--- src/tccw_pkg.sv ---
// Shared types and constants for the text console cell writer.
// Used by every module of the block; depends on nothing else.
`timescale 1ns / 1ps
`default_nettype none

package tccw_pkg;

  // default window limits, handed to the top level parameters
  localparam int DEF_MAX_ROWS    = 64;
  localparam int DEF_MAX_COLUMNS = 128;

  // request and result field widths
  localparam int CMD_W    = 3;
  localparam int CHAR_W   = 8;
  localparam int ATTR_W   = 8;
  localparam int CELL_W   = CHAR_W + ATTR_W;
  localparam int TROW_W   = 6;
  localparam int TCOL_W   = 7;
  localparam int OROW_W   = 6;
  localparam int OCOL_W   = 7;

  // width that holds any window count or position for comparisons
  localparam int CNT_W    = 9;

  // configuration port
  localparam int CFG_IDX_W  = 2;
  localparam int CFG_DATA_W = 8;
  localparam int ROWS_REG_W = 7;
  localparam int COLS_REG_W = 8;

  localparam logic [ROWS_REG_W-1:0] ROWS_RESET  = 7'd25;
  localparam logic [COLS_REG_W-1:0] COLS_RESET  = 8'd80;
  localparam logic [ATTR_W-1:0]     FILL_RESET  = 8'd10;
  localparam logic                  ENABLE_RESET = 1'b1;

  // control characters
  localparam logic [CHAR_W-1:0] CH_NEWLINE   = 8'h0A;
  localparam logic [CHAR_W-1:0] CH_RETURN    = 8'h0D;
  localparam logic [CHAR_W-1:0] CH_BACKSPACE = 8'h08;
  localparam logic [CHAR_W-1:0] CH_BLANK     = 8'h00;

  typedef enum logic [CMD_W-1:0] {
    CMD_PUT   = 3'd0,
    CMD_CLEAR = 3'd1,
    CMD_MOVE  = 3'd2,
    CMD_WRITE = 3'd3,
    CMD_READ  = 3'd4
  } cmd_t;

  typedef enum logic [CFG_IDX_W-1:0] {
    REG_ROWS   = 2'd0,
    REG_COLS   = 2'd1,
    REG_FILL   = 2'd2,
    REG_ENABLE = 2'd3
  } cfg_reg_t;

  // actions decided for one request
  typedef struct packed {
    logic update;   // store the new cursor
    logic wr;       // one cell write
    logic scroll;   // scroll the window up one row
    logic clear;    // blank the whole window
    logic pend;     // new wrap pending flag
  } plan_t;

endpackage

`default_nettype wire

--- src/tccw_decode.sv ---
// Command decode: new cursor, cell write and scroll/clear decisions for one request.
// Uses tccw_pkg for command codes, control characters and the plan struct.
`timescale 1ns / 1ps
`default_nettype none

module tccw_decode #(
  parameter  int MAX_ROWS    = 64,
  parameter  int MAX_COLUMNS = 128,
  localparam int RW = $clog2(MAX_ROWS),
  localparam int CW = (MAX_COLUMNS > 1) ? $clog2(MAX_COLUMNS) : 1
) (
  input  wire logic [tccw_pkg::CMD_W-1:0]  cmd,
  input  wire logic [tccw_pkg::CHAR_W-1:0] chr,
  input  wire logic [tccw_pkg::TROW_W-1:0] trow,
  input  wire logic [tccw_pkg::TCOL_W-1:0] tcol,
  input  wire logic [RW-1:0]               line_cur,
  input  wire logic [CW-1:0]               col_cur,
  input  wire logic                        pend_cur,
  input  wire logic [RW:0]                 win_rows,
  input  wire logic [CW:0]                 win_cols,
  input  wire logic                        enable,
  input  wire logic [tccw_pkg::CELL_W-1:0] rd_data,
  output tccw_pkg::plan_t                  plan,
  output logic      [RW-1:0]               line_n,
  output logic      [CW-1:0]               col_n,
  output logic      [RW-1:0]               wr_row,
  output logic      [CW-1:0]               wr_col,
  output logic      [tccw_pkg::CHAR_W-1:0] wr_char,
  output logic      [tccw_pkg::CHAR_W-1:0] rd_char,
  output logic      [tccw_pkg::ATTR_W-1:0] rd_attr
);
  import tccw_pkg::*;

  logic [CNT_W-1:0] rows9, cols9, ln9, cl9, trow9, tcol9;
  logic [CNT_W-1:0] line9, col9, wrr9, wrc9, adv9;
  logic             in_win;

  always_comb begin
    rows9 = CNT_W'(win_rows);
    cols9 = CNT_W'(win_cols);
    trow9 = CNT_W'(trow);
    tcol9 = CNT_W'(tcol);
    // cursor seen through the current window
    ln9 = (CNT_W'(line_cur) < rows9) ? CNT_W'(line_cur) : rows9 - CNT_W'(1);
    cl9 = (CNT_W'(col_cur) < cols9) ? CNT_W'(col_cur) : cols9 - CNT_W'(1);
    in_win = (trow9 < rows9) && (tcol9 < cols9);

    plan    = '0;
    plan.pend = pend_cur;
    line9   = ln9;
    col9    = cl9;
    wrr9    = ln9;
    wrc9    = cl9;
    adv9    = '0;
    wr_char = chr;
    rd_char = '0;
    rd_attr = '0;

    priority if (cmd_t'(cmd) == CMD_READ) begin
      if (in_win) begin
        rd_char = rd_data[CHAR_W-1:0];
        rd_attr = rd_data[CELL_W-1:CHAR_W];
      end
    end else if (enable) begin
      plan.update = 1'b1;
      unique case (cmd_t'(cmd))
        CMD_PUT: begin
          priority if (chr == CH_NEWLINE) begin
            plan.pend = 1'b0;
            if (ln9 + CNT_W'(1) >= rows9 - CNT_W'(1)) begin
              line9       = rows9 - CNT_W'(2);
              plan.scroll = 1'b1;
            end else begin
              line9 = ln9 + CNT_W'(1);
            end
          end else if (chr == CH_RETURN) begin
            col9      = '0;
            plan.pend = 1'b0;
          end else if (chr == CH_BACKSPACE && (cl9 != '0 || ln9 != '0)) begin
            // step left, or to the end of the previous line, and blank it
            plan.pend = 1'b0;
            plan.wr   = 1'b1;
            wr_char   = CH_BLANK;
            if (cl9 != '0) begin
              col9 = cl9 - CNT_W'(1);
            end else begin
              line9 = ln9 - CNT_W'(1);
              col9  = cols9 - CNT_W'(1);
            end
            wrr9 = line9;
            wrc9 = col9;
          end else begin
            // printable: deferred wrap, scroll on the bottom row, then advance
            if (pend_cur) begin
              line9 = (ln9 + CNT_W'(1) < rows9) ? ln9 + CNT_W'(1) : rows9 - CNT_W'(1);
              col9  = '0;
            end
            if (line9 >= rows9 - CNT_W'(1)) begin
              line9       = rows9 - CNT_W'(2);
              plan.scroll = 1'b1;
            end
            plan.wr = 1'b1;
            wrr9    = line9;
            wrc9    = col9;
            adv9    = col9 + CNT_W'(1);
            if (adv9 < cols9) begin
              col9      = adv9;
              plan.pend = 1'b0;
            end else begin
              plan.pend = 1'b1;
            end
          end
        end
        CMD_CLEAR: begin
          plan.clear = 1'b1;
          line9      = '0;
          col9       = '0;
          plan.pend  = 1'b0;
        end
        CMD_MOVE: begin
          line9     = (trow9 < rows9) ? trow9 : rows9 - CNT_W'(1);
          col9      = (tcol9 < cols9) ? tcol9 : cols9 - CNT_W'(1);
          plan.pend = 1'b0;
        end
        CMD_WRITE: begin
          if (in_win) begin
            plan.wr = 1'b1;
            wrr9    = trow9;
            wrc9    = tcol9;
          end
        end
        default: ;
      endcase
    end
  end

  assign line_n = RW'(line9);
  assign col_n  = CW'(col9);
  assign wr_row = RW'(wrr9);
  assign wr_col = CW'(wrc9);

endmodule

`default_nettype wire

--- config.mk ---
export PLATFORM = sky130hd
export DESIGN_NAME = tccw_decode
export DESIGN_NICKNAME = d
export VERILOG_FILES = /design/src/tccw_pkg.sv /design/src/tccw_decode.sv
export SDC_FILE = /design/constraint.sdc
export NUM_CORES = 1
export LEC_CHECK = 0
export CELL_PAD_IN_SITES_DETAIL_PLACEMENT = 1
export CELL_PAD_IN_SITES_GLOBAL_PLACEMENT = 1
export CORE_AREA = 2 2 97 108
export DETAILED_ROUTE_END_ITERATION = 7
export DIE_AREA = 0 0 99 110
export DONT_BUFFER_PORTS = 1
export PLACE_DENSITY_LB_ADDON = 0.2
export SYNTH_ARGS = -nofsm -noshare
export SYNTH_HDL_FRONTEND = slang
export SYNTH_SLANG_ARGS = --single-unit
--- constraint.sdc ---
create_clock -name vclk -period 8.4
set_clock_uncertainty 0.05 [all_clocks]
set_input_delay 0 -clock vclk [all_inputs]
set_output_delay 0 -clock vclk [all_outputs]
set_load 0.05 [all_outputs]
Yosys cells after proc, flatten, opt, wreduce, memory -nomap -nowiden
Index checks and enable logic that the tools add are counted.
{"block": "word_totals", "reg_bits": 0, "latch_bits": 0, "ramBits": 0, "romBits": 0, "in_bits": 70, "out_inout_bits": 55, "word_cells": 104, "mem_count": 0}
{"block": "op_classes", "addsub": 7, "mul": 0, "n_div": 0, "magnitude_cmp": 8, "n_eq_ne": 7, "shifts": 0, "muxes": 75, "bitwise": 0, "n_reduce_logical": 7}
{"operator": "9-bit 2-to-1 mux", "count": 17}
{"operator": "7-bit 2-to-1 mux", "count": 14}
{"operator": "8-bit 2-to-1 mux", "count": 10}
{"operator": "6-bit 2-to-1 mux", "count": 13}
{"operator": "8-bit by 4-bit == test with 1-bit output, second input constant", "count": 3}
{"operator": "7-bit case mux with 3 select lines", "count": 1}
{"operator": "9-bit by 1-bit adder with 9-bit output, second input constant", "count": 2}
{"operator": "9-bit greater-or-equal comparator", "count": 2}
{"operator": "6-bit case mux with 3 select lines", "count": 1}
{"operator": "9-bit nonzero test", "count": 2}
{"operator": "7-bit by 8-bit less-than comparator with 1-bit output", "count": 2}
{"operator": "6-bit by 7-bit less-than comparator with 1-bit output", "count": 2}
{"operator": "7-bit case mux with 2 select lines", "count": 1}
{"operator": "1-bit 2-to-1 mux", "count": 12}
{"operator": "6-bit case mux with 2 select lines", "count": 1}
{"operator": "5-bit 2-to-1 mux", "count": 2}
{"operator": "9-bit by 7-bit less-than comparator with 1-bit output", "count": 1}
{"operator": "9-bit by 8-bit less-than comparator with 1-bit output", "count": 1}
{"operator": "8-bit by 1-bit subtractor with 9-bit output, second input constant", "count": 1}
{"operator": "7-bit by 1-bit subtractor with 8-bit output, second input constant", "count": 1}
{"operator": "7-bit by 1-bit subtractor with 7-bit output, second input constant", "count": 1}
{"operator": "3-bit by 2-bit == test with 1-bit output, second input constant", "count": 2}
{"operator": "6-bit by 1-bit subtractor with 6-bit output, second input constant", "count": 1}
{"operator": "6-bit by 2-bit subtractor with 6-bit output, second input constant", "count": 1}
{"operator": "8 further kinds", "count": 10}

Depth between registers and ports, before layout
{"block": "depth", "ltp_word": 20, "ltp_mapped": 33, "mapped_depth_nobuf": 31}

Worst setup path after synthesis
No wires, ideal clock.
{"block": "synth_timing", "kind": "input -> output", "start": "input port win_rows[1]", "end": "output port wr_row[3]", "arrival_time_ns": 6.494, "required_time_ns": 8.350, "path_slack_ns": 1.856, "path_stages": 30, "path_buffers": 3, "path_cell_list": "inv_1 -> ha_1 -> nand2_1 -> o21ai_0 -> a21o_1 -> clkbuf_1 -> clkbuf_1 -> mux2_2 -> ha_1 -> and3_1 -> xnor2_1 -> a21oi_1 -> inv_1 -> ha_1 -> a21oi_1 -> nand3_1 -> nor2_1 -> and2_1 -> mux2_2 -> nand2_1 -> o21ai_0 -> ha_1 -> a2111oi_0 -> o21bai_1 -> a21oi_1 -> clkbuf_1 -> nor2_1 -> a221oi_1 -> o221ai_1 -> a21oi_1"}
{"block": "synth_between", "elab_chain_cells": 20, "word_cells_on_any_way": 30, "classes_between": "add/sub (4); order compare (4); mux (18); reduce/logical (4)"}
{"element": "from (decl)", "line_no": "tccw_decode.sv:19", "rtl": "input wire logic [RW:0] win_rows,"}
{"element": "7-bit by 1-bit subtractor with 8-bit output / 6-bit by 7-bit less-than comparator with 1-bit output (equally long branches)"}
{"element": "9-bit 2-to-1 mux", "line_no": "tccw_decode.sv:44", "rtl": "ln9 = (CNT_W'(line_cur) < rows9) ? CNT_W'(line_cur) : rows9 - CNT_W'(1);"}
{"element": "9-bit by 1-bit adder with 9-bit output", "line_no": "tccw_decode.sv:95", "rtl": "line9 = (ln9 + CNT_W'(1) < rows9) ? ln9 + CNT_W'(1) : rows9 - CNT_W'(1);"}
{"element": "9-bit by 7-bit less-than comparator with 1-bit output", "line_no": "tccw_decode.sv:95"}
{"element": "9-bit 2-to-1 mux", "line_no": "tccw_decode.sv:95"}
{"element": "9-bit 2-to-1 mux", "line_no": "tccw_decode.sv:94", "rtl": "if (pend_cur) begin"}
{"element": "9-bit 2-to-1 mux", "line_no": "tccw_decode.sv:79", "rtl": "end else if (chr == CH_BACKSPACE && (cl9 != '0 || ln9 != '0)) begin"}
{"element": "9-bit 2-to-1 mux", "line_no": "tccw_decode.sv:76", "rtl": "end else if (chr == CH_RETURN) begin"}
{"element": "[... 4 more ...]"}
{"element": "9-bit greater-or-equal comparator", "line_no": "tccw_decode.sv:98", "rtl": "if (line9 >= rows9 - CNT_W'(1)) begin"}
{"element": "6-bit 2-to-1 mux", "line_no": "tccw_decode.sv:98"}
{"element": "6-bit 2-to-1 mux", "line_no": "tccw_decode.sv:79"}
{"element": "6-bit 2-to-1 mux", "line_no": "tccw_decode.sv:76"}
{"element": "6-bit 2-to-1 mux", "line_no": "tccw_decode.sv:68", "rtl": "priority if (chr == CH_NEWLINE) begin"}
{"element": "6-bit case mux with 2 select lines", "line_no": "tccw_decode.sv:66", "rtl": "unique case (cmd_t'(cmd))"}
{"element": "6-bit 2-to-1 mux", "line_no": "tccw_decode.sv:64", "rtl": "end else if (enable) begin"}
{"element": "6-bit 2-to-1 mux (*)", "line_no": "tccw_decode.sv:59", "rtl": "priority if (cmd_t'(cmd) == CMD_READ) begin"}
{"element": "to (decl)", "line_no": "tccw_decode.sv:26", "rtl": "output logic [RW-1:0] wr_row,"}
Mark *: on every way between the ends. The rest lies on a longest branch, timed or not. The select of a mux whose other input is x is not followed.

Worst setup path after layout
{"block": "layout_timing", "start": "input port win_rows[4]", "end": "output port wr_row[4]"}
Same word-level chain as after synthesis.

==> run_results.csv <==
group,metric,value,unit
grt,number_of_antenna_violations_at_the_first_check_in_global_routing,0,
synthesis,synth.net_count,821,
detailed_routing,avgRoutedWirePerCell,25.25,um
layout,layout.filler_cells,1305,
synthesis,synth_sequential_area_ratio,0,%
timing,timing.final.crit_period,7687,ps
setup_path,worstSetupEndpointType,"primary output",
pwr,static-leakage-power,1.988,nW
detailed_routing,first_pass_iters,5,
timing,slew_viol_final,0,
timing,clock.fmax,0.1301,GHz
detailed_routing,drtIter0Drc,251,
detailed_routing,average_vias_per_placed_instance,7.187,
hold_path,depth_of_the_worst_hold_timing_path,2,
pwr,vdd.ir_drop.worst,36.75,uV
setup_path,critical-path-top-delay-family,"compound AO/OA/AOI/OAI gates",
layout,synthToLayoutAreaGrowth,4.710,%
hold_path,timing.hold.worst.class,"primary input to primary output",
hold_path,hold_path_startpoint,"cmd[1]",
synthesis,yosys_warnings,0,
placed_design,port-buffer-count,0,
timing,report.final.hold_viol_count,0,
run_status,outcome,"complete, no violations",
layout,multiInputGateArea,4355,um^2
floorplan,dieWidth,99,um
setup_path,cp_data_arrival_time,7640,ps
synthesis,post_synth_inst_count,689,
floorplan,dieArea,10890,um^2
setup_path,timing.critical_path.from_type,"primary input",
setup_path,crit_path_max_fanout,12,
cts,post-cts-setup-buffer-count,0,
timing,setup-violations-final,0,
layout,register_area,0,um^2
layout,final_common_cell,"sky130_fd_sc_hd__nor2_1",
floorplan,initial_core_util,47.15,%
pwr,power.total,0.4657,mW
detailed_routing,detail_route.wirelength,20.13,mm
timing,finalSetupTns,0,ps
layout,number_of_sequential_cells,0,
hold_path,whs_endpoint,"plan[1]",
layout,final_cell_mix,"sky130_fd_sc_hd__nor2_1 (79), sky130_fd_sc_hd__a21oi_1 (63), sky130_fd_sc_hd__ha_1 (62), sky130_fd_sc_hd__nand2_1 (56), sky130_fd_sc_hd__o21ai_0 (35)",
floorplan,ios,125,
placed_design,dp_slack,895.0,ps
cts,post_cts_hold_buffer_count,7,
timing,setup_slack,713.2,ps
setup_path,worst_path_max_delay_cell,"sky130_fd_sc_hd__a21oi_1",
detailed_routing,ant_nets,0,
layout,layout-drive-gt1-share,6.204,%
grt,via_count_of_the_first_global_routing_pass,6028,
synthesis,avg_inst_size_synth,6.670,um^2
floorplan,die_height,110,um
grt,grt_pass1_wl,31.32,mm
flow_run,maxCapViolCount,0,
layout,inserted_diodes,0,
grt,grt_overflow,0,
floorplan,std_cell_rows,38,
timing,grt_setup_unrepaired,"no",
layout,final_net_count,811,
detailed_routing,route.vias.total,5728,
synthesis,number_of_distinct_library_cells_after_synthesis,74,
timing,slew_at_the_pin_closest_to_its_max_slew_limit,1207,ps
timing,period_share,91.51,%
grt,grt_util_all_layers,35.79,%
pwr,pwr_density_cell,96.78,nW/um^2
grt,grt_max_degree,36,
placed_design,place_hpwl,16.35,mm
synthesis,synth_area,4596,um^2
setup_path,cp_data_required_time,8350,ps
setup_path,crit_type,"primary input to primary output",
setup_path,max_stage_delay,710,ps
placed_design,gp_routability_congestion,1.018,
cts,post_cts.resized_instances,0,
setup_path,worst-path-buf-inv,3,
timing,maxSlewHeadroom,19.19,%
layout,clockBufferCount,0,
floorplan,coreArea,9747,um^2
detailed_routing,count_of_unresolved_drc_violations_after_routing,0,
## cell usage after synthesis (all sizes together) (5+ instances only)
| cell | n | area share, % |
|---|---|---|
| nor2 | 79 | 6.5 |
| a21oi | 64 | 7.1 |
| ha | 62 | 17 |
| nand2 | 57 | 4.7 |
| o21ai | 40 | 4.4 |
| inv | 32 | 2.6 |
| clkbuf | 29 | 2.4 |
| nand3 | 25 | 2.7 |
| mux2i | 24 | 5.2 |
| and2 | 21 | 2.9 |
| xnor2 | 19 | 3.6 |
| a21o | 18 | 2.9 |
| nor3 | 17 | 1.9 |
| a211oi | 14 | 2.3 |
| xor2 | 14 | 2.7 |
| a31oi | 11 | 1.8 |
| nand4 | 9 | 1.2 |
| mux2 | 8 | 2.0 |
| o211ai | 8 | 1.3 |
| o31ai | 8 | 1.3 |
| or3 | 8 | 1.1 |
| o21a | 7 | 1.1 |
| o221ai | 7 | 1.3 |
| o22ai | 7 | 0.95 |
| and3 | 6 | 0.82 |
| a2111oi | 5 | 1.5 |
| a221o | 5 | 1.1 |
| a221oi | 5 | 0.95 |
| and4 | 5 | 0.95 |
| nand2b | 5 | 0.68 |
| nor3b | 5 | 0.82 |
## area by class of cell
cell class | instances | area share, %
repair buffers | 21 | 3.640
inverters | 35 | 2.730
multi-input cells | 621 | 90.51
well taps | 120 | 3.120
## layer usage
layer	GRT usage, %	vias up	share of wire, %	routed length (um)
met5	0	-	0	0
met4	24.76	0	7.8	1566
met3	5.864	106	6.3	1264
met2	64.82	271	50	9997
met1	38.08	2772	36	7298
li1	-	2579	-	-
## per-stage QoR
stage / hold slack (ps) / cells / utilization, % / area, um^2
finish: 148.2 / 797 / 49.37 / 4812
global route: 153.3 / 797 / 49.37 / 4812
CTS: 148.3 / 797 / 49.37 / 4812
detailed placement: -49.60 / 790 / 48.65 / 4742
global placement: -49.61 / 790 / 48.65 / 4742
floorplan: 133.0 / 689 / - / 4596
## how the worst max path moves through the flow
stage / cells after the start / from / end / slack, ps
final: 29 / win_rows[4] / wr_row[4] / 710
after global routing: 28 / win_rows[2] / line_n[3] / 50
after CTS: 28 / win_rows[4] / line_n[3] / 860
after detailed placement: 29 / win_rows[4] / wr_row[4] / 890
after global placement: 28 / win_rows[4] / line_n[3] / 1230
after floorplan: 30 / win_rows[1] / wr_row[3] / 1860
## report_power, final
part | internal [mW] | switching (mW)
Sequential | 0 | 0
Combinational | 0.147 | 0.319
Clock | 0 | 0
Total | 0.147 | 0.319
## kinds of logic after synthesis
logic type / Yosys count / synth area share [%]
AND/OR/NAND/NOR: 258 / 27.96
AO/OA/AOI/OAI: 236 / 35.94
buffers and inverters: 68 / 5.745
adder cells (fa/ha/maj): 62 / 16.88
XOR/XNOR: 33 / 6.289
multiplexers: 32 / 7.188
No activity file was read; power rests on OpenSTA's default activity.
