### config.mk
export PLATFORM = sky130hd
export DESIGN_NAME = tccw_cfg_regs
export DESIGN_NICKNAME = d
export VERILOG_FILES = /design/src/tccw_pkg.sv /design/src/tccw_cfg_regs.sv
export SDC_FILE = /design/constraint.sdc
export NUM_CORES = 1
export LEC_CHECK = 0
export BUFFER_PORTS_ARGS = -buffer_cell sky130_fd_sc_hd__buf_4
export CAP_MARGIN = 0
export CORE_UTILIZATION = 44
export CTS_BUF_LIST = sky130_fd_sc_hd__clkbuf_4 sky130_fd_sc_hd__clkbuf_8 sky130_fd_sc_hd__clkbuf_16
export CTS_CLUSTER_DIAMETER = 60
export CTS_CLUSTER_SIZE = 20
export DETAILED_ROUTE_END_ITERATION = 8
export GPL_TIMING_DRIVEN = 0
export PLACE_DENSITY_LB_ADDON = 0.2
export SYNTH_ARGS = -nofsm -noshare
export SYNTH_HDL_FRONTEND = slang
export SYNTH_SLANG_ARGS = --single-unit
### constraint.sdc
create_clock -name clk -period 1.4 [get_ports clk]
set_clock_uncertainty 0.1 [all_clocks]
set_input_delay 0.35 -clock clk [delete_from_list [all_inputs] [get_ports clk]]
set_output_delay 0.35 -clock clk [all_outputs]
set_load 0.02 [all_outputs]
### src/tccw_pkg.sv
// Shared types and constants for the text console cell writer.
// Used by every module of the block; depends on nothing else.
`timescale 1ns / 1ps
`default_nettype none

package tccw_pkg;

  // default window limits, handed to the top level parameters
  localparam int DEF_MAX_ROWS    = 64;
  localparam int DEF_MAX_COLUMNS = 128;

  // request and result field widths
  localparam int CMD_W    = 3;
  localparam int CHAR_W   = 8;
  localparam int ATTR_W   = 8;
  localparam int CELL_W   = CHAR_W + ATTR_W;
  localparam int TROW_W   = 6;
  localparam int TCOL_W   = 7;
  localparam int OROW_W   = 6;
  localparam int OCOL_W   = 7;

  // width that holds any window count or position for comparisons
  localparam int CNT_W    = 9;

  // configuration port
  localparam int CFG_IDX_W  = 2;
  localparam int CFG_DATA_W = 8;
  localparam int ROWS_REG_W = 7;
  localparam int COLS_REG_W = 8;

  localparam logic [ROWS_REG_W-1:0] ROWS_RESET  = 7'd25;
  localparam logic [COLS_REG_W-1:0] COLS_RESET  = 8'd80;
  localparam logic [ATTR_W-1:0]     FILL_RESET  = 8'd10;
  localparam logic                  ENABLE_RESET = 1'b1;

  // control characters
  localparam logic [CHAR_W-1:0] CH_NEWLINE   = 8'h0A;
  localparam logic [CHAR_W-1:0] CH_RETURN    = 8'h0D;
  localparam logic [CHAR_W-1:0] CH_BACKSPACE = 8'h08;
  localparam logic [CHAR_W-1:0] CH_BLANK     = 8'h00;

  typedef enum logic [CMD_W-1:0] {
    CMD_PUT   = 3'd0,
    CMD_CLEAR = 3'd1,
    CMD_MOVE  = 3'd2,
    CMD_WRITE = 3'd3,
    CMD_READ  = 3'd4
  } cmd_t;

  typedef enum logic [CFG_IDX_W-1:0] {
    REG_ROWS   = 2'd0,
    REG_COLS   = 2'd1,
    REG_FILL   = 2'd2,
    REG_ENABLE = 2'd3
  } cfg_reg_t;

  // actions decided for one request
  typedef struct packed {
    logic update;   // store the new cursor
    logic wr;       // one cell write
    logic scroll;   // scroll the window up one row
    logic clear;    // blank the whole window
    logic pend;     // new wrap pending flag
  } plan_t;

endpackage

`default_nettype wire

### src/tccw_cfg_regs.sv
// Configuration registers and clamped window size.
// Uses tccw_pkg for widths, register indexes and reset values.
`timescale 1ns / 1ps
`default_nettype none

module tccw_cfg_regs #(
  parameter  int MAX_ROWS    = 64,
  parameter  int MAX_COLUMNS = 128,
  localparam int RW = $clog2(MAX_ROWS),
  localparam int CW = (MAX_COLUMNS > 1) ? $clog2(MAX_COLUMNS) : 1
) (
  input  wire logic                            clk,
  input  wire logic                            rst,
  input  wire logic                            cfg_valid,
  output logic                                 cfg_ready,
  input  wire logic [tccw_pkg::CFG_IDX_W-1:0]  cfg_index,
  input  wire logic [tccw_pkg::CFG_DATA_W-1:0] cfg_data,
  output logic      [RW:0]                     win_rows,
  output logic      [CW:0]                     win_cols,
  output logic      [tccw_pkg::ATTR_W-1:0]     fill_color,
  output logic                                 enable
);
  import tccw_pkg::*;

  logic [ROWS_REG_W-1:0] rows_in_use;
  logic [COLS_REG_W-1:0] columns_in_use;
  logic [CNT_W-1:0]      rows9;
  logic [CNT_W-1:0]      cols9;

  assign cfg_ready = 1'b1;

  // register writes
  always_ff @(posedge clk) begin
    if (rst) begin
      rows_in_use    <= ROWS_RESET;
      columns_in_use <= COLS_RESET;
      fill_color     <= FILL_RESET;
      enable         <= ENABLE_RESET;
    end else if (cfg_valid && cfg_ready) begin
      unique case (cfg_reg_t'(cfg_index))
        REG_ROWS:   rows_in_use    <= cfg_data[ROWS_REG_W-1:0];
        REG_COLS:   columns_in_use <= cfg_data[COLS_REG_W-1:0];
        REG_FILL:   fill_color     <= cfg_data[ATTR_W-1:0];
        REG_ENABLE: enable         <= cfg_data[0];
        default: ;
      endcase
    end
  end

  // window clamped to 2..MAX_ROWS and 1..MAX_COLUMNS
  always_comb begin
    rows9 = CNT_W'(rows_in_use);
    cols9 = CNT_W'(columns_in_use);
    if (rows9 < CNT_W'(2)) begin
      rows9 = CNT_W'(2);
    end else if (rows9 > CNT_W'(MAX_ROWS)) begin
      rows9 = CNT_W'(MAX_ROWS);
    end
    if (cols9 < CNT_W'(1)) begin
      cols9 = CNT_W'(1);
    end else if (cols9 > CNT_W'(MAX_COLUMNS)) begin
      cols9 = CNT_W'(MAX_COLUMNS);
    end
  end

  assign win_rows = (RW+1)'(rows9);
  assign win_cols = (CW+1)'(cols9);

endmodule

`default_nettype wire

After elaboration in Yosys (flattened, before gate mapping)
Cells that the tools add are included.

Reductions and logical operators: 5. Order comparisons: 4. Muxes and demuxes: 4. Equality and inequality tests: 3.

Operators with widths (number): 2-to-1 mux 8 bit (2); 2-to-1 mux 7 bit (2); greater-than comparator 8 bit, second input constant (1); < comparator 8 x 1 -> 1 bit, second input constant (1); AND reduction 2 bit (4); greater-than comparator 7 bit, second input constant (1); < comparator 7 x 2 -> 1 bit, second input constant (1); == test 2 bit, second input constant (2); == test 2 x 1 -> 1 bit, second input constant (1); logical NOT 2 bit (1).

Flip-flop bits (word level): 24. Logic and storage cells: 20.

Longest topological paths before layout
Gate-level depths: netlist of run 1.

Depth in word-level cells: 3. Mapped depth: 4. Depth with buffers taken out: 2.

Worst setup path before layout of run 1
Ideal clock, no wire load.

Kind: reg2out. Start: register columns_in_use[1]. End: output win_cols[0]. Cell stages (with the launch flop): 3. Data required time: 950 ps. Setup slack: -585 ps. Arrival: 1535 ps. Cells stage by stage: dfxtp_1 -> or4_1 -> o41ai_1.

Longest elaborated chain between the ends: 3. Elaborated cells on any way between the ends: 4. Those cells by class: 2 x order compare; 2 x mux.

RTL lines: start, declared (RTL line tccw_cfg_regs.sv:26) `logic [COLS_REG_W-1:0] columns_in_use;`; start signal, assigned (RTL line tccw_cfg_regs.sv:42) `REG_COLS: columns_in_use <= cfg_data[COLS_REG_W-1:0];`; greater-than comparator 8 bit (RTL line tccw_cfg_regs.sv:61) `end else if (cols9 > CNT_W'(MAX_COLUMNS)) begin`; 2-to-1 mux 8 bit (RTL line tccw_cfg_regs.sv:61); 2-to-1 mux 8 bit (*) (RTL line tccw_cfg_regs.sv:59) `if (cols9 < CNT_W'(1)) begin`; end, declared (RTL line tccw_cfg_regs.sv:19) `output logic [CW:0] win_cols,`.

Every way passes the cells marked *; elsewhere a longest branch is shown, timed or not.

Final worst setup path of run 1
Start: register rows_in_use[3]. End: output win_rows[0].

Longest elaborated chain between the ends: 3. Elaborated cells on any way between the ends: 4. Those cells by class: 2 x order compare; 2 x mux.

RTL lines: start, declared (RTL line tccw_cfg_regs.sv:25) `logic [ROWS_REG_W-1:0] rows_in_use;`; start signal, assigned (RTL line tccw_cfg_regs.sv:41) `REG_ROWS: rows_in_use <= cfg_data[ROWS_REG_W-1:0];`; greater-than comparator 7 bit (RTL line tccw_cfg_regs.sv:56) `end else if (rows9 > CNT_W'(MAX_ROWS)) begin`; 2-to-1 mux 7 bit (RTL line tccw_cfg_regs.sv:56); 2-to-1 mux 7 bit (*) (RTL line tccw_cfg_regs.sv:54) `if (rows9 < CNT_W'(2)) begin`; end, declared (RTL line tccw_cfg_regs.sv:18) `output logic [RW:0] win_rows,`.

Marks and branches as above.

==> results of run 1 <==
[cell usage in the layout, fill, tap and decap left out]
cell	synthesis	final
a21oi_4	0	1
a311oi_1	1	1
a41oi_1	1	1
and3b_1	2	2
buf_2	5	5
buf_4	1	32
buf_6	0	8
clkbuf_1	5	5
clkbuf_4	0	3
clkbuf_8	0	1
conb_1	1	1
dfxtp_1	24	16
dfxtp_2	0	6
dfxtp_4	0	2
inv_1	2	2
mux2i_1	23	23
nand2b_1	25	25
nand3b_1	2	2
nor2_1	12	12
nor2b_1	10	8
nor2b_4	0	2
nor3b_2	1	1
o211a_4	0	1
o41ai_4	0	1
or3b_1	1	1
or4_4	0	2
[cell usage after synthesis, drive strengths merged]
master and number:
a21oi 1, a311oi 1, a41oi 1, and3b 2, buf 6, clkbuf 5, conb 1, dfxtp 24
inv 2, mux2i 23, nand2b 25, nand3b 2, nor2 12, nor2b 10, nor3b 1, o211a 1
o41ai 1, or3b 1, or4 2
[state kept, by name (all words and copies together), names as in the netlist]
| register | count |
|---|---|
| columns_in_use | 8 |
| enable | 1 |
| fill_color | 8 |
| rows_in_use | 7 |
[power breakdown]
part | internal (W) | switching, W
clock network | 0.000159 | 0.000203
registers | 0.000706 | 0.0000207
logic | 0.000129 | 0.000124
[stage by stage]
stage | cells | TNS, ps | setup WS, ps
after floorplan | 121 | -522 | -259
after global placement | 185 | -1300 | -331
after detailed placement | 185 | -1360 | -330
after CTS | 194 | -2960 | -643
after global routing | 194 | -3600 | -682
final | 194 | -2790 | -643
[kinds of logic (layout without fill, tap and decap cells)]
group,after synthesis,count (layout),share of synthesized area [%]
muxes,23,23,20.1
AOI/OAI and AO/OA,5,5,3.60
other,1,1,0.327
buffers and inverters,13,56,5.13
and+or+nand+nor,55,55,29.0
DFF,24,24,41.9
[path summary, 6_finish.rpt]
kind                                   from                              to  slack (ps)  depth (start not counted)
min reg2reg  columns_in_use[0]$_SDFFE_PP0P_  columns_in_use[0]$_SDFFE_PP0P_         390                          2
min                             cfg_data[1]      fill_color[1]$_SDFFE_PP1P_         210                          3
max             rows_in_use[3]$_SDFFE_PP1P_                     win_rows[0]        -640                          3
max reg2reg  columns_in_use[7]$_SDFFE_PP0P_  columns_in_use[7]$_SDFFE_PP0P_         550                          3
[final cells by class]
cell class | count | area, sq um
Buffer | 11 | 51.3
Clock buffer | 4 | 36.3
Fill cell | 213 | 858
Inverter | 2 | 7.51
Multi-Input combinational cell | 84 | 668
Sequential cell | 24 | 495
Tap cell | 30 | 37.5
Timing Repair Buffer | 39 | 323
[worst max-delay path: cells and delay by family (launching register included)]
kind | cells | cell delay, ps
AO/OA/AOI/OAI | 1 | 250
buffers and inverters | 1 | 120
flip-flops | 1 | 350
AND/OR/NAND/NOR | 1 | 560
[timing repair]
action	4_1_cts	5_1_grt
resized for setup	16	8
hold endpoints to repair	0	0
pin swaps	1	1
setup buffers	5	1
setup endpoints to repair	15	15
[layer usage]
metal	up-vias	share of wire, %
met5	-	0
met4	0	0.47
met3	2	4.4
met2	27	47
met1	451	48
li1	481	-
==> results.md, run 1 <==
* Outcome: finished, violations left
* Failing checks: setup timing
* All-Layer GR Usage at 20.7%
* Diode count at 0
* Final period utilization at 146%
* Clock Sinks at 24
* RePlAce Congestion at 0.795
* Area leader, netlist: dfxtp_1
* Fin. Hold Viols at 0
* VDD IR-drop max at 0.550 mV
* I/O Pins at 38
* Initial Util at between 40% and 50%
* Final Util at between 60% and 70%
* CTS tree: done
* Pwr dens at 829 nW/um^2
* Drt pass-1 iters at 4
* Dpl cell area at 1480 sq um
* Gr busiest metal: met2
* Hold/Removal Path Class: in2reg
* YS warnings at 0
* Initial antenna violation count at 0
* Clock Root Buffer: clkbuf_4
* Largest net degree at the start of global routing at 14
* Critical path arrival at between 1500 and 2000 ps
* Share of cells above drive strength 1 at between 30 and 40%
* Clock Path Buffers at 2
* Clk_lat worst skew at ~300 ps
* CP cell instances: or4_4 -> o211a_4 -> buf_6
* DRC viols at 0
* Area grow syn2layout at 41.1%
* Port Buf Inserts at 34
* Worst path required time at between 900 and 1000 ps
* Hpwl dp at 1910 um
* Hold buffers post-CTS at 0
* Via/cell ratio at between 4 and 5
* Avg Synthesized Cell Area at about 9.5 sq um
* Initial drt markers at 12
* Total Die Area at approximately 2800 sq um
* Met2 Track Usage GR at roughly 34%
* Mapped Cells at about 120
* GR Util met1 at 28.5%
* Pleak at just over 0.7 nW
* Net Count, Synth at between 100 and 150
* Drt wl/cell at 13.2 um
* Hold Slack at around 210 ps
* Fin nets at approximately 180
* Slowest stage delay, CP at about 560 ps
* Setup-failing EPs final at 15
* WL final at roughly 2600 um
* Clk slew on worst S/H paths at 130 ps
* H-tree Lvls at 1
* Startpoint Class: flop
* Antenna Violating Nets Remaining at 0
* Fmax at ~490 MHz
* Cell variety after synth at 20
* Final slew viol count at 0
* Pwr Total at between 0.001 and 0.0015 W
* Synth area leaders: dfxtp_1 42%, mux2i_1 20%, nand2b_1 14%, nor2b_1 5.5%, nor2_1 3.9%
* Min Tclk post-route at 2040 ps
* Die Span X at between 50 and 60 um
* Wire length of the first global-routing pass at roughly 4100 um
* Finished Cell Area at ~1600 sq um
* Grt ovf at 0
* Die Height at approximately 53 um
* Met3 Track Usage GR at under 10%
* RSZ-0062 raised after global routing: yes
* Worst path slowest cell: or4_4
* Total CTS buffers at 3
* #FFs+latches synth at 24
* DR vias at roughly 960
* Element type at the critical path end: primary output
* Mapped Area at around 1100 sq um
* Top-area cell type share of the netlist area at between 40% and 50%
* Setup CP Type: reg2out
* # rows at 18
* CORE AREA at 2480 sq um
* Critical Path Fanout Max at 2
* Number of global-route vias before repair at between 800 and 900
* Sequential area share after synthesis at approximately two fifths
* Final setup margin at -643 ps
* Max Cap Violations at 0
Note: power is estimated with default switching activity, not from simulation.
==> run 2: changes to the inputs <==
- ABC_AREA: default -> 1
- CORE_UTILIZATION: 44 -> 43
==> run 2 against run 1 <==
  * Final area down 6.8%
  * Count of clock-buffer cells in the layout down 1
  * Synthesized cell count up 27%
  * Critical endpoint is now win_cols[3]
  * Worst setup slack better by 330 ps
  * Power down 1.5%
  * Highest routed layer unchanged
  * Sequential power up 2%
  * Worst hold slack worse by 73 ps
  * Non-clock buffer count down 3
  * The flow still finishes with violations (setup timing)
==> results.md, run 2 <==
* Failing checks: setup timing
* Critical Path Fanout Max at 4 (+2)
* # rows at 17 (-1)
* Worst path required time at 950 ps (about the same)
* RePlAce Congestion at 0.763 (-3.9%)
* Max Cap Violations at 0 (unchanged)
* DR vias at 1119 (+16%)
* Share of cells above drive strength 1 at 38.7% (-0.94 points)
* Most frequent cells in the layout: 35 x buf_4, 34 x nand2_1, 32 x nor2_1, 13 x inv_1, 12 x dfxtp_1
* Initial Util at 46.1% (-0.25 points)
* Avg Synthesized Cell Area at 6.74 sq um (-29%)
* H-tree Lvls at 1 (unchanged)
* Die Height at 51.1 um (-3.6%)
* Drt wl/cell at 11.2 um (-16%)
* Clk_lat worst skew at 300 ps (about the same)
* Total CTS buffers at 3 (unchanged)
* Min-delay src: rst
* Grt ovf at 0 (unchanged)
* Post-synth EDFFs at 0 (unchanged)
* R2r worst-path depth at 4 (+1)
* Setup CP Type: reg2out
* Fill cells at 227 (+6.6%)
* CP cell instances: nor2_1 -> nand2_1 -> nor2_2 -> nor2_2 -> nor2_1 -> buf_4
* Clock Sinks at 24 (unchanged)
* VDD IR-drop max at 0.500 mV (-9.0%)
* Min Tclk post-route at 1710 ps (-334 ps)
* #FFs+latches synth at 24 (unchanged)
* Hold Slack at 136 ps (-73.1 ps)
* Post-synth top cells: 38 x nor2_1, 34 x nand2_1, 24 x dfxtp_1
* YS warnings at 0 (unchanged)
* Final period utilization at 122% (-24 points)
* Final setup margin at -309 ps (+334 ps)
* Diode count at 0 (unchanged)
* Element type at the critical path end: primary output
* Drt pass-1 iters at 4 (unchanged)
* Net Count, Synth at 167 (+25%)
* Outcome: finished, violations left
* Pwr Total at 0.00132 W (-1.5%)
* Slowest stage delay, CP at 350 ps (-210 ps)
* Primary FF master, synth: dfxtp_1
* Area grow syn2layout at 45.3%
* Largest net degree at the start of global routing at 13 (-1)
* RSZ-0062 raised after global routing: yes
* WL final at 2540 um (-1.2%)
* Sequential area share after synthesis at 46.3% (+4.4 points)
* Initial antenna violation count at 0 (unchanged)
* RR Startpoint: rows_in_use[3]$_SDFFE_PP1P_
* CTS tree: done
* Startpoint Class: flop
* CORE AREA at 2250 sq um (-9.0%)
* Fmax at 585 MHz (+20%)
* Fin. Hold Viols at 0 (unchanged)
* Initial drt markers at 23 (+11)
* Port Buf Inserts at 36 (+5.9%)
* Finished Layout Cells at 227 (+17%)
* Hold/Removal Path Class: in2reg
* I/O Pins at 38 (unchanged)
* Pwr dens at 875 nW/um^2 (+5.6%)
* Mapped Cells at 154 (+27%)
* Placed cell count at 218 (+18%)
* Area leader, netlist: dfxtp_1
* Commonest non-fill, non-tap cell in the layout: buf_4
* Biggest regs: columns_in_use: 8 flops, fill_color: 8 flops, rows_in_use: 7 flops
* Setup TNS at -2190 ps (+608 ps)
* Setup-failing EPs final at 11 (-4)
* Clock Root Buffer: clkbuf_4
* Number of global-route vias before repair at 1017 (+20%)
* Clock Path Buffers at 2 (unchanged)
* Antenna Violating Nets Remaining at 0 (unchanged)
* Cell variety after synth at 18 (-10%)
* FFs w/ async S/R, synth at 0% (unchanged)
* Mapped Area at 1040 sq um (-9.5%)
* All-Layer GR Usage at 21.8% (+1.2 points)
* Die Span X at 51.1 um (-3.6%)
* Clk slew on worst S/H paths at 120 ps (about the same)
* RR Endpoint: rows_in_use[3]$_SDFFE_PP1P_
* Worst path slowest cell: dfxtp_2
* Wire length of the first global-routing pass at 4270 um (+3.2%)
* Most frequent cell after synthesis: nor2_1
* Pleak at 0.753 nW (+3.7%)
* Via/cell ratio at 4.93 (-0.49%)
* Synth area leaders: dfxtp_1 46%, nor2_1 14%, nand2_1 12%, inv_1 6.5%, o21ai_0 5.3%
* Critical path arrival at 1260 ps (-330 ps)
* Reg-to-reg slack, setup at 490 ps (-60 ps)
* Total Die Area at 2620 sq um (-7.1%)
* Hpwl dp at 1910 um (-0.15%)
* Fin nets at 214 (+20%)
* Min-Delay Endpoint: columns_in_use[7]$_SDFFE_PP0P_
* Top-area cell type share of the netlist area at 46.3% (+4.4 points)
* Final slew viol count at 0 (unchanged)
* Hold path depth at 2 (-1)
* DRC viols at 0 (unchanged)
run 2: changes by cell type after synthesis, sizes merged, moves of 11 or more:
cell | previous run | this run
nand2 | 0 | 34
nand2b | 25 | 0
o21ai | 0 | 11
mux2i | 23 | 0
nor2 | 12 | 39
inv | 2 | 19
run 2: metrics by stage:
stage | instance area [sq um] | worst slack, ps | utilization, %
after floorplan | 1040 | 26.4 | -
after global placement | 1340 | -2.29 | 59.6
after detailed placement | 1340 | -54.6 | 59.6
after CTS | 1430 | -296 | 63.3
after global routing | 1510 | -424 | 66.9
final | 1510 | -309 | 66.9
run 2: critical path, delay by kind of cell (launching register included):
kind	cells	cell delay (ps)
DFF	1	350
and+or+nand+nor	5	460
buffers and inverters	1	140
run 2: kinds of logic after synthesis:
kind of cell / share of synthesized area [%]
simple gates: 34.1
buf+inv: 9.64
flops: 46.3
compound gates: 9.64
other cells: 0.361
run 2: timing repair:
action,in CTS,in global routing
hold endpoints to repair,0,0
pin swaps,3,7
hold buffers,0,0
setup buffers,4,4
resized for setup,20,20
setup endpoints to repair,15,15
cloned,0,0
run 2: report_power, final:
group / total, W / switching [W] / internal [W]
sequential: 0.000741 / 0.0000262 / 0.000715
clock: 0.000290 / 0.000189 / 0.000101
combinational: 0.000290 / 0.000159 / 0.000131
total: 0.00132 / 0.000375 / 0.000946
run 2: cell type report:
cell class / instances / area [sq um] / share of cell area, %
sequential: 24 / 503 / 33.3
buffer: 4 / 27.5 / 1.82
inverter: 20 / 76.3 / 5.06
timing repair buffer: 43 / 357 / 23.6
clock buffer: 3 / 22.5 / 1.49
tap: 28 / 35.0 / 2.32
multi-input combinational: 105 / 488 / 32.3
run 2: metal layers:
metal | GRT usage [%] | part of all wire, %
met3 | 2.98 | 3.9
met4 | 9.72 | 1.7
met1 | 25.0 | 44
met5 | 0 | 0
met2 | 39.7 | 50
run 2: worst max path at each step:
stage / start / to / slack (ps) / cells past startpoint
6_report: columns_in_use[1]$_SDFFE_PP0P_ / win_cols[3] / -310 / 6
5_1_grt: columns_in_use[5]$_SDFFE_PP0P_ / win_cols[4] / -420 / 6
4_1_cts: columns_in_use[5]$_SDFFE_PP0P_ / win_cols[4] / -300 / 6
3_5_place_dp: rows_in_use[6]$_SDFFE_PP0P_ / win_rows[0] / -50 / 6
3_3_place_gp: rows_in_use[6]$_SDFFE_PP0P_ / win_rows[0] / -2 / 6
2_1_floorplan: columns_in_use[4]$_SDFFE_PP1P_ / win_cols[2] / 30 / 5
==> run 3: changes to the inputs <==
- CORE_ASPECT_RATIO: default -> 1.2
- SETUP_SLACK_MARGIN: default -> 0.15
==> run 3 against run 2 <==
  * The run still ends with setup timing left
  * Count of clock-buffer cells in the layout stayed put
  * Worst setup slack worse by 20 ps
  * Combinational power is 15% higher
  * Sequential cell count stayed put
  * Critical path type unchanged
  * Utilization is 6.9 points higher
  * Sequential share of layout area is 2.9 points lower
  * Final area is 12% higher
  * Sequential power hardly changed
  * Routed wire length is 7.8% higher
  * First-iteration DRC count is 52% lower
  * Power is 19% higher
==> results.md, run 3 (synthesis gave the netlist of run 2 again) <==
* Share of cells above drive strength 1 at 48.3% (+9.6 points)
* H-tree Lvls at 1 (unchanged)
* Via/cell ratio at 4.82 (-2.3%)
* Fin. Hold Viols at 0 (unchanged)
* Reg-to-reg slack, setup at 360 ps (-130 ps)
* CTS tree: done
* Commonest non-fill, non-tap cell in the layout: nand2_1
* Met2 WL at 1450 um (+14%)
* Clock Sinks at 24 (unchanged)
* # rows at 19 (+2)
* Initial antenna violation count at 0 (unchanged)
* DP Worst Slack at -14.8 ps (+39.8 ps)
* CORE AREA at 2280 sq um (+1.2%)
* Biggest regs: columns_in_use: 8 flops, fill_color: 8 flops, rows_in_use: 7 flops
* Worst path required time at 950 ps (about the same)
* Critical Path Fanout Max at 4 (unchanged)
* Most frequent cells in the layout: 33 x nand2_1, 24 x nor2_1, 23 x buf_4, 23 x buf_6, 22 x dfxtp_2
* Diode count at 0 (unchanged)
* Drt wl/cell at 11.7 um (+4.6%)
* Drt pass-1 iters at 4 (unchanged)
* RR Endpoint: rows_in_use[6]$_SDFFE_PP0P_
* RePlAce Congestion at 0.793 (+3.9%)
* Pwr dens at 934 nW/um^2 (+6.6%)
* Total CTS buffers at 3 (unchanged)
* Hold/Removal Path Class: in2reg
* DR vias at 1127 (+0.71%)
* Final slew viol count at 0 (unchanged)
* Hpwl dp at 1790 um (-6.0%)
* Total Die Area at 2620 sq um (about the same)
* Area grow syn2layout at 62.2%
* RSZ-0062 raised after global routing: yes
* DRC viols at 0 (unchanged)
* CP startpoint: columns_in_use[1]$_SDFFE_PP0P_
* Wire length of the first global-routing pass at 4480 um (+4.8%)
* Min Tclk post-route at 1730 ps (+20.2 ps)
* Initial Util at 45.5% (-0.56 points)
* Clk_lat worst skew at 310 ps (about the same)
* Element type at the critical path end: primary output
* I/O Pins at 38 (unchanged)
* Failing checks: setup timing
* Antenna Violating Nets Remaining at 0 (unchanged)
* Clk slew on worst S/H paths at 140 ps (+20 ps)
* Die Height at 55.8 um (+9.2%)
* Port Buf Inserts at 36 (unchanged)
* VDD IR-drop max at 0.854 mV (+71%)
* Setup-failing EPs final at 13 (+2)
* Final period utilization at 124% (+1.4 points)
* R2r worst-path depth at 5 (+1)
* Largest net degree at the start of global routing at 15 (+2)
* Setup crit end: win_cols[5]
* Fill cells at 186 (-18%)
* Die Span X at 46.9 um (-8.4%)
* Fmax at 578 MHz (-1.2%)
* Clock Root Buffer: clkbuf_4
* Critical path arrival at 1280 ps (+20 ps)
* Startpoint Class: flop
* Final Util at 73.8% (+6.9 points)
* Top Metal Used: met4
* M1 wire length at 1100 um (-1.3%)
* Final setup margin at -329 ps (-20.2 ps)
* Met3 wire len at 133 um (+33%)
* Fin nets at 217 (+1.4%)
* Grt ovf at 0 (unchanged)
* WL final at 2740 um (+7.8%)
* Pleak at 0.807 nW (+7.1%)
* Pwr Total at 0.00157 W (+19%)
* Clock Path Buffers at 2 (unchanged)
* Max Cap Violations at 0 (unchanged)
* Setup CP Type: reg2out
* Number of global-route vias before repair at 1035 (+1.8%)
* Outcome: finished, violations left
* RR Startpoint: rows_in_use[6]$_SDFFE_PP0P_
* All-Layer GR Usage at 23.3% (+1.5 points)
* Initial drt markers at 11 (-52%)
==> run 3: cell types whose count changed in the layout (fill, tap and decap cells not counted), sizes merged <==
cell	before	now
clkinv	1	2
bufinv	0	1
buf	46	48
clkbuf	4	5
inv	19	18
==> run 3: through the flow <==
step           hold WS, ps  cell area [sq um]  std cells  setup TNS, ps
6_report               117               1680        234          -2890
4_1_cts                114               1610        232          -2990
2_1_floorplan          319               1080        154              0
5_1_grt                102               1680        234          -3960
3_5_place_dp           349               1390        221          -14.8
3_3_place_gp           339               1390        221          -11.0
==> run 3: what timing repair did <==
| item | 4_1_cts | 5_1_grt |
|---|---|---|
| pin swaps | 10 | 7 |
| setup buffers | 7 | 2 |
| gates cloned | 0 | 0 |
| setup endpoints to repair | 24 | 24 |
| resized for setup | 48 | 20 |
| hold buffers | 0 | 0 |
==> run 3: how the worst min path moves through the flow <==
stage / start / endpoint / slack [ps] / cells after the start
6_report: rst / columns_in_use[0]$_SDFFE_PP0P_ / 120 / 2
2_1_floorplan: rst / columns_in_use[0]$_SDFFE_PP0P_ / 320 / 1
4_1_cts: rst / columns_in_use[2]$_SDFFE_PP0P_ / 110 / 2
3_3_place_gp: fill_color[3]$_SDFFE_PP1P_ / fill_color[3]$_SDFFE_PP1P_ / 340 / 2
5_1_grt: rst / columns_in_use[0]$_SDFFE_PP0P_ / 100 / 2
3_5_place_dp: fill_color[3]$_SDFFE_PP1P_ / fill_color[3]$_SDFFE_PP1P_ / 350 / 2
==> run 3: critical path, stage by stage (launching register included) <==
cell,delay (ps)
dfxtp_2,370
nor2_2,40
nand2_1,100
nor2_4,50
nor2_4,220
nor2_4,50
buf_6,130
==> run 3: final cells by class <==
class / instances / area (sq um) / share of cell area, %
multi-input cells: 105 / 541 / 32.1
flip-flops and latches: 24 / 512 / 30.4
repair buffers: 45 / 424 / 25.2
inverters: 20 / 81.3 / 4.83
well taps: 31 / 38.8 / 2.30
plain buffers: 5 / 35.0 / 2.08
clock inverters: 1 / 30.0 / 1.78
clock buffers: 3 / 22.5 / 1.34
==> run 3: report_power, final <==
part	total (W)	switching (W)	leakage, nW	internal (W)
registers	0.000744	0.0000242	0.201	0.000720
clock network	0.000495	0.000206	0.0279	0.000289
logic	0.000333	0.000177	0.578	0.000156
total	0.00157	0.000407	0.807	0.00117
==> run 3: routing by layer <==
layer / up-vias / track usage, %
met5: - / 0
met4: 0 / 9.80
met3: 4 / 5.19
met2: 40 / 36.3
met1: 513 / 30.2
li1: 570 / -
